$ cat src/rtl/cqrk_pkg.sv
package cqrk_pkg;

   // Field widths of the stream items.
   localparam int unsigned WORD_W   = 32;
   localparam int unsigned COUNT_W  = 5;
   localparam int unsigned OP_W     = 2;
   localparam int unsigned STATUS_W = 2;
   localparam int unsigned TDATA_W  = 40;

   // Operation codes carried on the request tuser.
   typedef enum logic [OP_W-1:0] {
      OP_ENQUEUE = 2'd0,
      OP_DEQUEUE = 2'd1,
      OP_REVERSE = 2'd2
   } op_type;

   // Status codes carried on the response tuser.
   typedef enum logic [STATUS_W-1:0] {
      STATUS_OK    = 2'd0,
      STATUS_FULL  = 2'd1,
      STATUS_EMPTY = 2'd2,
      STATUS_BADK  = 2'd3
   } status_type;

   // Sequencer states, one-hot.
   typedef enum logic [5:0] {
      IDLE      = 6'b000001,
      DEQ_READ  = 6'b000010,
      SWAP_RD_A = 6'b000100,
      SWAP_RD_B = 6'b001000,
      SWAP_WR_A = 6'b010000,
      SWAP_WR_B = 6'b100000
   } state_type;

   // One response item as held in the output register.
   typedef struct packed {
      logic [WORD_W-1:0]  data;
      status_type         status;
      logic [COUNT_W-1:0] occupancy;
   } rsp_type;

endpackage

$ cat src/rtl/cqrk_mem.sv
// Simple dual-port RAM: one write port, one read port, read data registered.
module cqrk_mem
   import cqrk_pkg::*;
#(
   parameter int DEPTH = 16,
   parameter int WIDTH = 32
) (
   input  logic                     clock,
   input  logic                     wr_en,
   input  logic [$clog2(DEPTH)-1:0] wr_addr,
   input  logic [WIDTH-1:0]         wr_data,
   input  logic                     rd_en,
   input  logic [$clog2(DEPTH)-1:0] rd_addr,
   output logic [WIDTH-1:0]         rd_data
);

   logic [WIDTH-1:0] mem [DEPTH];
   logic [WIDTH-1:0] rd_data_ff;

   always_ff @(posedge clock) begin
      if (wr_en) begin
         mem[wr_addr] <= wr_data;
      end
      if (rd_en) begin
         rd_data_ff <= mem[rd_addr];
      end
   end

   assign rd_data = rd_data_ff;

endmodule

$ cat src/rtl/circular_queue_reverse_first_k.sv
// Bounded circular FIFO of signed 32-bit words that can also reverse the order of its
// oldest k elements in place. Each request item carries an operation on req_tuser
// (enqueue, dequeue, reverse first k) and yields exactly one response item with the
// dequeued word, a status (ok, full, empty, bad count) on rsp_tuser and the occupancy
// after the operation. On any error nothing changes and the returned word is zero.
// The words live in a single RAM with one write and one registered read port, so the
// cost of an item is set by that RAM: enqueue, errors and trivial reversals finish in
// the accept cycle, a dequeue waits for the registered RAM read, and a reversal of k
// elements runs floor(k/2) swaps, each of two reads and two writes through the single
// pair of ports. One item is in work at a time; a finished response sits in an output
// register, and the next request is taken as soon as the sequencer is idle and that
// register is empty or being drained. The RAM needs no clearing after reset because
// only slots holding queued words are read.
module circular_queue_reverse_first_k
   import cqrk_pkg::*;
#(
   parameter int DEPTH = 16
) (
   input  logic               clock,
   input  logic               reset,
   // Request channel.
   input  logic               req_tvalid,
   output logic               req_tready,
   input  logic [TDATA_W-1:0] req_tdata,   // [31:0] value, [36:32] reverse_count, rest 0
   input  logic [OP_W-1:0]    req_tuser,   // [1:0] op
   // Response channel.
   output logic               rsp_tvalid,
   input  logic               rsp_tready,
   output logic [TDATA_W-1:0] rsp_tdata,   // [31:0] data_out, [36:32] occupancy, rest 0
   output logic [STATUS_W-1:0] rsp_tuser   // [1:0] status
);

   localparam int AW  = $clog2(DEPTH);
   localparam int CW  = $clog2(DEPTH + 1);
   // Width for comparing the request count with the occupancy.
   localparam int KW  = (CW > COUNT_W) ? CW : COUNT_W;
   // Width for head plus count, which stays below twice the depth.
   localparam int SW  = ((AW > COUNT_W) ? AW : COUNT_W) + 1;

   // Control state.
   state_type               state_ff, state_in;
   logic [AW-1:0]           head_ff, head_in;
   logic [AW-1:0]           tail_ff, tail_in;
   logic [CW-1:0]           count_ff, count_in;
   logic                    rsp_valid_ff, rsp_valid_in;
   // Swap sequencer and payload.
   logic [AW-1:0]           a_ff, a_in;
   logic [AW-1:0]           b_ff, b_in;
   logic [COUNT_W-2:0]      left_ff, left_in;
   logic [WORD_W-1:0]       hold_ff, hold_in;
   rsp_type                 rsp_ff, rsp_in;

   // RAM ports.
   logic                    wr_en;
   logic [AW-1:0]           wr_addr;
   logic [WORD_W-1:0]       wr_data;
   logic                    rd_en;
   logic [AW-1:0]           rd_addr;
   logic [WORD_W-1:0]       rd_data;

   logic                    accept;
   logic [WORD_W-1:0]       req_value;
   logic [COUNT_W-1:0]      req_count;
   logic [AW-1:0]           tail_next;
   logic [AW-1:0]           head_next;
   logic [SW-1:0]           last_sum;
   logic [AW-1:0]           last_slot;
   logic [CW-1:0]           count_inc;
   logic [CW-1:0]           count_dec;

   cqrk_mem #(
      .DEPTH (DEPTH),
      .WIDTH (WORD_W)
   ) u_mem (
      .clock   (clock),
      .wr_en   (wr_en),
      .wr_addr (wr_addr),
      .wr_data (wr_data),
      .rd_en   (rd_en),
      .rd_addr (rd_addr),
      .rd_data (rd_data)
   );

   assign req_value = req_tdata[WORD_W-1:0];
   assign req_count = req_tdata[WORD_W+COUNT_W-1:WORD_W];

   // A new request is taken only when the sequencer is free and the response
   // register will be empty at the next edge.
   assign req_tready = (state_ff == IDLE) && (!rsp_valid_ff || rsp_tready);
   assign accept     = req_tvalid && req_tready;

   assign tail_next = (tail_ff == AW'(DEPTH - 1)) ? '0 : tail_ff + AW'(1);
   assign head_next = (head_ff == AW'(DEPTH - 1)) ? '0 : head_ff + AW'(1);
   assign count_inc = count_ff + CW'(1);
   assign count_dec = count_ff - CW'(1);

   // Slot of the k-th element counted from the head; only used when k is at least
   // two and within the occupancy, so the sum is below twice the depth.
   assign last_sum  = SW'(head_ff) + SW'(req_count) - SW'(1);
   assign last_slot = (last_sum >= SW'(DEPTH)) ? AW'(last_sum - SW'(DEPTH)) : AW'(last_sum);

   always_comb begin
      state_in     = state_ff;
      head_in      = head_ff;
      tail_in      = tail_ff;
      count_in     = count_ff;
      a_in         = a_ff;
      b_in         = b_ff;
      left_in      = left_ff;
      hold_in      = hold_ff;
      rsp_in       = rsp_ff;
      rsp_valid_in = rsp_valid_ff && !rsp_tready;
      wr_en        = 1'b0;
      wr_addr      = a_ff;
      wr_data      = rd_data;
      rd_en        = 1'b0;
      rd_addr      = a_ff;

      case (state_ff)
         IDLE: begin
            if (accept) begin
               rsp_in.data      = '0;
               rsp_in.status    = STATUS_OK;
               rsp_in.occupancy = COUNT_W'(count_ff);
               case (op_type'(req_tuser))
                  OP_ENQUEUE: begin
                     rsp_valid_in = 1'b1;
                     if (count_ff == CW'(DEPTH)) begin
                        rsp_in.status = STATUS_FULL;
                     end else begin
                        wr_en            = 1'b1;
                        wr_addr          = tail_next;
                        wr_data          = req_value;
                        tail_in          = tail_next;
                        count_in         = count_inc;
                        rsp_in.occupancy = COUNT_W'(count_inc);
                     end
                  end
                  OP_DEQUEUE: begin
                     if (count_ff == '0) begin
                        rsp_valid_in  = 1'b1;
                        rsp_in.status = STATUS_EMPTY;
                     end else begin
                        // The word arrives from the RAM in the next cycle.
                        rd_en    = 1'b1;
                        rd_addr  = head_ff;
                        head_in  = head_next;
                        count_in = count_dec;
                        state_in = DEQ_READ;
                     end
                  end
                  OP_REVERSE: begin
                     if (KW'(req_count) > KW'(count_ff)) begin
                        rsp_valid_in  = 1'b1;
                        rsp_in.status = STATUS_BADK;
                     end else if (req_count < COUNT_W'(2)) begin
                        // Reversing zero or one element leaves the queue as it is.
                        rsp_valid_in = 1'b1;
                     end else begin
                        a_in     = head_ff;
                        b_in     = last_slot;
                        left_in  = req_count[COUNT_W-1:1];
                        state_in = SWAP_RD_A;
                     end
                  end
                  default: begin
                     // The unused operation code is answered ok and changes nothing.
                     rsp_valid_in = 1'b1;
                  end
               endcase
            end
         end
         DEQ_READ: begin
            rsp_valid_in     = 1'b1;
            rsp_in.data      = rd_data;
            rsp_in.status    = STATUS_OK;
            rsp_in.occupancy = COUNT_W'(count_ff);
            state_in         = IDLE;
         end
         SWAP_RD_A: begin
            rd_en    = 1'b1;
            rd_addr  = a_ff;
            state_in = SWAP_RD_B;
         end
         SWAP_RD_B: begin
            // The front word is on the read port now; park it while the back
            // word is fetched.
            rd_en    = 1'b1;
            rd_addr  = b_ff;
            hold_in  = rd_data;
            state_in = SWAP_WR_A;
         end
         SWAP_WR_A: begin
            wr_en    = 1'b1;
            wr_addr  = a_ff;
            wr_data  = rd_data;
            state_in = SWAP_WR_B;
         end
         SWAP_WR_B: begin
            wr_en   = 1'b1;
            wr_addr = b_ff;
            wr_data = hold_ff;
            if (left_ff == (COUNT_W-1)'(1)) begin
               rsp_valid_in     = 1'b1;
               rsp_in.data      = '0;
               rsp_in.status    = STATUS_OK;
               rsp_in.occupancy = COUNT_W'(count_ff);
               state_in         = IDLE;
            end else begin
               left_in  = left_ff - (COUNT_W-1)'(1);
               a_in     = (a_ff == AW'(DEPTH - 1)) ? '0 : a_ff + AW'(1);
               b_in     = (b_ff == '0) ? AW'(DEPTH - 1) : b_ff - AW'(1);
               state_in = SWAP_RD_A;
            end
         end
         default: begin
            state_in = IDLE;
         end
      endcase
   end

   always_ff @(posedge clock) begin
      if (reset) begin
         state_ff     <= IDLE;
         head_ff      <= '0;
         tail_ff      <= AW'(DEPTH - 1);
         count_ff     <= '0;
         rsp_valid_ff <= 1'b0;
      end else begin
         state_ff     <= state_in;
         head_ff      <= head_in;
         tail_ff      <= tail_in;
         count_ff     <= count_in;
         rsp_valid_ff <= rsp_valid_in;
      end
   end

   always_ff @(posedge clock) begin
      a_ff    <= a_in;
      b_ff    <= b_in;
      left_ff <= left_in;
      hold_ff <= hold_in;
      rsp_ff  <= rsp_in;
   end

   assign rsp_tvalid = rsp_valid_ff;
   assign rsp_tdata  = {{(TDATA_W - WORD_W - COUNT_W){1'b0}}, rsp_ff.occupancy, rsp_ff.data};
   assign rsp_tuser  = rsp_ff.status;

endmodule

$ cat config.mk
export PLATFORM = sky130hd
export DESIGN_NAME = circular_queue_reverse_first_k
export DESIGN_NICKNAME = d
export VERILOG_FILES = /design/src/rtl/cqrk_pkg.sv /design/src/rtl/cqrk_mem.sv /design/src/rtl/circular_queue_reverse_first_k.sv
export SDC_FILE = /design/constraint.sdc
export NUM_CORES = 1
export LEC_CHECK = 0
export BUFFER_PORTS_ARGS = -buffer_cell sky130_fd_sc_hd__buf_2
export CAP_MARGIN = 25
export CORE_UTILIZATION = 25
export CTS_CLUSTER_SIZE = 12
export DETAILED_ROUTE_END_ITERATION = 7
export GPL_ROUTABILITY_DRIVEN = 0
export SYNTH_ARGS = -nofsm -noshare
export SYNTH_HDL_FRONTEND = slang
export SYNTH_SLANG_ARGS = --single-unit
$ cat constraint.sdc
create_clock -name clock -period 6.7 [get_ports clock]
set_clock_uncertainty 0.05 [all_clocks]
set_input_delay 1.005 -clock clock [delete_from_list [all_inputs] [get_ports clock]]
set_output_delay 1.005 -clock clock [all_outputs]
set_load 0.01 [all_outputs]
==> metrics list <==
- The worst-case IR drop observed on VDD is 0.0001490 V.
- The first detailed-routing pass took 8 iterations.
- STA classifies the critical path startpoint as a flop.
- The first global-routing pass estimated slightly above 100000 um of wire.
* Worst hold stages: 0
- Maximum operating frequency: 215.3 MHz
- Counting distinct cell types in the post-synthesis netlist gives 64.
- Routed vias: 16250
* Antenna violations before repair: 2
- Detailed placer's ending HPWL: between 30000 and 40000 um
* Post-synthesis sequential element count: roughly 650
- After detailed routing, the total wire length is 68980 um.
- For this run, the post-layout net count is 1986.
- Entering global routing, the biggest net connects 88 pins.
* Cell Chain, Critical Path: nor4b_4, and2_1, and4_2, buf_4, a21oi_1, a211oi_1, nand2_1, nor2_4, buf_4
- Number of violations reported at the end of detailed-routing iteration 0: 1694
- Buffers added on ports: 83
* Number of H-tree branching levels: 3
- Congestion Overflow GR: 0
- The number of global-route vias before repair came to 15600.
* Clock edge transition at the registers on the reported setup and hold paths: 60 ps
* Fraction of post-synthesis cell area in the top cell type by area: 0.7040
- Post-Layout Inst Area: a little over 30000 um2
- Of the synthesized area, sequential elements account for 0.7190.
- N_diodes: 0
- The die covers 108300 um2.
- Worst path max stage delay: 860 ps
- CTS tree: built
- Setup slack on the worst reg-to-reg path comes out at 2050 ps.
- Crit path max-delay cell type: nor2_4
- edfxtp_1 is the most common cell in the netlist.
* Worst slew margin relative to its limit: 0.2805
- Global router's overall resource usage: 0.1254
* Die outline width: 329.1 um
- Setup repair after global routing missed its margin: no
- Min-Delay Endpoint: hold_ff[16]
- EDFF count, synth: 627
- The total count of max-transition violations in the final report is 0.
* Setup violation total in the final timing report: 0
* Remaining number of nets flagged by the antenna check after routing: 0
- Syn Inst Count: 1857
- Average footprint of a synthesized cell: around 14 um2
- From synthesis to final layout, the design area changed by 15.19%.
* Post-CTS setup buffers: 0
- Register area: 19230 um2
* Result of the run: finished with violations
* Height of the die: 329.1 um
- Accumulated negative setup slack: 0 ps
- Violations in the final reports: design-rule violations
* Row Count: 119
* Synthesis warning total: 0
- Endpoints failing hold: 0
- In the final layout, the multi-input gates occupy a little under 7000 um2.
- The layout has 10620 filler cells.
- Worst min-delay path class: flop to flop
- Worst Path Class, Setup: flop to flop
- Root buf cell: clkbuf_16
* Worst r2r path cells: 9
- Max Cap Viol: 0
- Leakage power figure: between 10 and 15 nW
* Endpoint of the most critical register-to-register path: u_mem.mem[3][15]
- Counting every sink on the clock net gives 647.
- The clock period could shrink to 4645 ps.
* CP Data Arrival Time: 4880 ps
* Initial cell density of the core: 0.2530
* Most common cell on crit path: buf_4
- In this run, CTS created clock tree buffers numbering 69.
- Commonest cells in the synthesized netlist: 627 x edfxtp_1, 170 x nand2_1, 136 x nand3_1
- STA classifies the critical path endpoint as a flop.
- Dividing the final minimum period by the clock period gives 0.6933.
- Pin placement for this block handled 90 I/O pins.
* Reg2Reg Launch Point: state_ff[0]
- Quantity of gates resized following cts: 0
* Proportion of layout cells with a drive suffix above 1: 0.1268
- For this run, asynchronously set or reset flops after synthesis account for 0.
- The core region is 105700 um2.
- Critical path required time: 6930 ps
- The cell area that synthesis handed to floorplanning was 26740 um2.
* DRC: 8
* Top_reg_cell synth: edfxtp_1
- Hold_sp: u_mem.rd_data[16]
- Along the worst path, the maximum fanout reaches 36.
- In this run the power density over the cells is 296.3 nW/um2.
* Hold buffers post-CTS: 0
- The longest clock path from root to sink contains 3 buffers.
* Worst-margin pin slew: 1079 ps
- Clock latency on the worst-skew pair, taken at its later pin, is 610 ps.
- edfxtp_1 takes more of the synthesized area than any other cell.
- Via density: 4.865
* Top cells by area in the synthesized netlist: edfxtp_1 70%, nand3_1 2.5%, a221o_1 2.5%
- WL per Instance: 20.66 um
- In this run the cell area measured after placement is 28850 um2.
flip-flops by register name, summed over array words and instances (netlist names):
| name | flops |
|---|---|
| count_ff | 5 |
| state_ff | 6 |
| b_ff | 4 |
| u_mem.rd_data | 32 |
| u_mem.mem | 512 |
| head_ff | 4 |
| hold_ff | 32 |
| rsp_tvalid | 1 |
| tail_ff | 4 |
| left_ff | 4 |
| rsp_tdata | 37 |
| a_ff | 4 |
| rsp_tuser | 2 |
cell families (layout without fill, tap and decap cells):
kind of cell	Yosys count	in the layout	share of synthesized area
buffers and inverters	166	255	0.02947
and+or+nand+nor	498	498	0.09254
DFF	647	647	0.7190
other	1	3	0.0001402
muxes	65	65	0.02433
AOI/OAI and AO/OA	443	443	0.1189
xor gates and xnor gates	14	14	0.004585
adders and majority gates	23	23	0.01104
worst max-delay path, delay by kind of cell, from the launching register on:
kind                   cells  cell delay [ps]
AO/OA/AOI/OAI              2              460
buffers and inverters      2              960
AND/OR/NAND/NOR            5             2350
flip-flops                 1              480
layout make-up:
| type | count | area share |
|---|---|---|
| Clock buffer | 84 | 0.05820 |
| Timing Repair Buffer | 127 | 0.02794 |
| Multi-Input combinational cell | 1046 | 0.2255 |
| Tap cell | 1391 | 0.05650 |
| Inverter | 26 | 0.003168 |
| Sequential cell | 647 | 0.6242 |
| Clock inverter | 18 | 0.004549 |
how the worst max path moves through the flow:
| stage | depth (start not counted) | to | startpoint |
|---|---|---|---|
| after floorplan | 5 | rsp_tdata[0] | state_ff[0] |
| after global placement | 11 | u_mem.rd_data[17] | req_tuser[1] |
| after detailed placement | 11 | u_mem.rd_data[11] | req_tuser[1] |
| after CTS | 9 | u_mem.mem[3][15] | state_ff[0] |
| after global routing | 9 | u_mem.mem[3][17] | state_ff[0] |
| final | 9 | u_mem.mem[3][15] | state_ff[0] |
per-layer routing:
metal | part of all wire | vias up | wire length (um) | GRT usage
met5 | 0 | - | 0 | 0
met4 | 0.016 | 0 | 1079 | 0.02929
met3 | 0.069 | 80 | 4745 | 0.02523
met2 | 0.45 | 539 | 31200 | 0.1924
met1 | 0.46 | 8230 | 31950 | 0.1811
li1 | - | 7396 | - | -
report_power, final:
part / switching, mW / internal [mW] / total (mW)
clock network: 1.53 / 1.89 / 3.42
logic: 0.719 / 0.346 / 1.06
registers: 0.0492 / 4.59 / 4.64
total: 2.30 / 6.83 / 9.13
placed cells by master, fill, tap and decap left out, types with 4 or more instances in the layout:
cell,netlist,final
a211o_1,67,67
a211oi_1,4,4
a21oi_1,81,81
a221o_1,67,67
a221oi_1,5,4
a22oi_1,33,33
a31oi_1,39,39
a32oi_1,34,34
and2_1,37,37
and3_1,68,67
buf_12,0,6
buf_2,27,83
buf_4,24,36
clkbuf_1,74,14
clkbuf_16,0,69
clkinv_1,0,6
clkinvlp_4,0,4
dfxtp_1,20,20
edfxtp_1,627,627
ha_1,22,22
inv_1,26,25
mux2i_1,65,65
nand2_1,170,169
nand2b_1,6,5
nand3_1,136,136
nand4_1,4,4
nor2_1,41,23
nor2_4,0,19
nor3_1,6,6
o211ai_1,4,4
o21ai_0,89,88
or3_1,4,4
or4_1,4,4
xnor2_1,11,11
metrics by stage:
step / instances / utilization / power, mW / setup WS [ps] / hold WS [ps]
floorplan: 1859 / - / 5.422 / 1841 / 390.9
global placement: 3233 / 0.2723 / 5.783 / 1627 / 404.1
detailed placement: 3236 / 0.2729 / 5.797 / 1596 / 408.5
CTS: 3338 / 0.2912 / 9.219 / 2119 / 413.7
global route: 3339 / 0.2914 / 9.482 / 1857 / 429.4
finish: 3339 / 0.2914 / 9.128 / 2055 / 409.3
(Power assumes the default switching activity.)
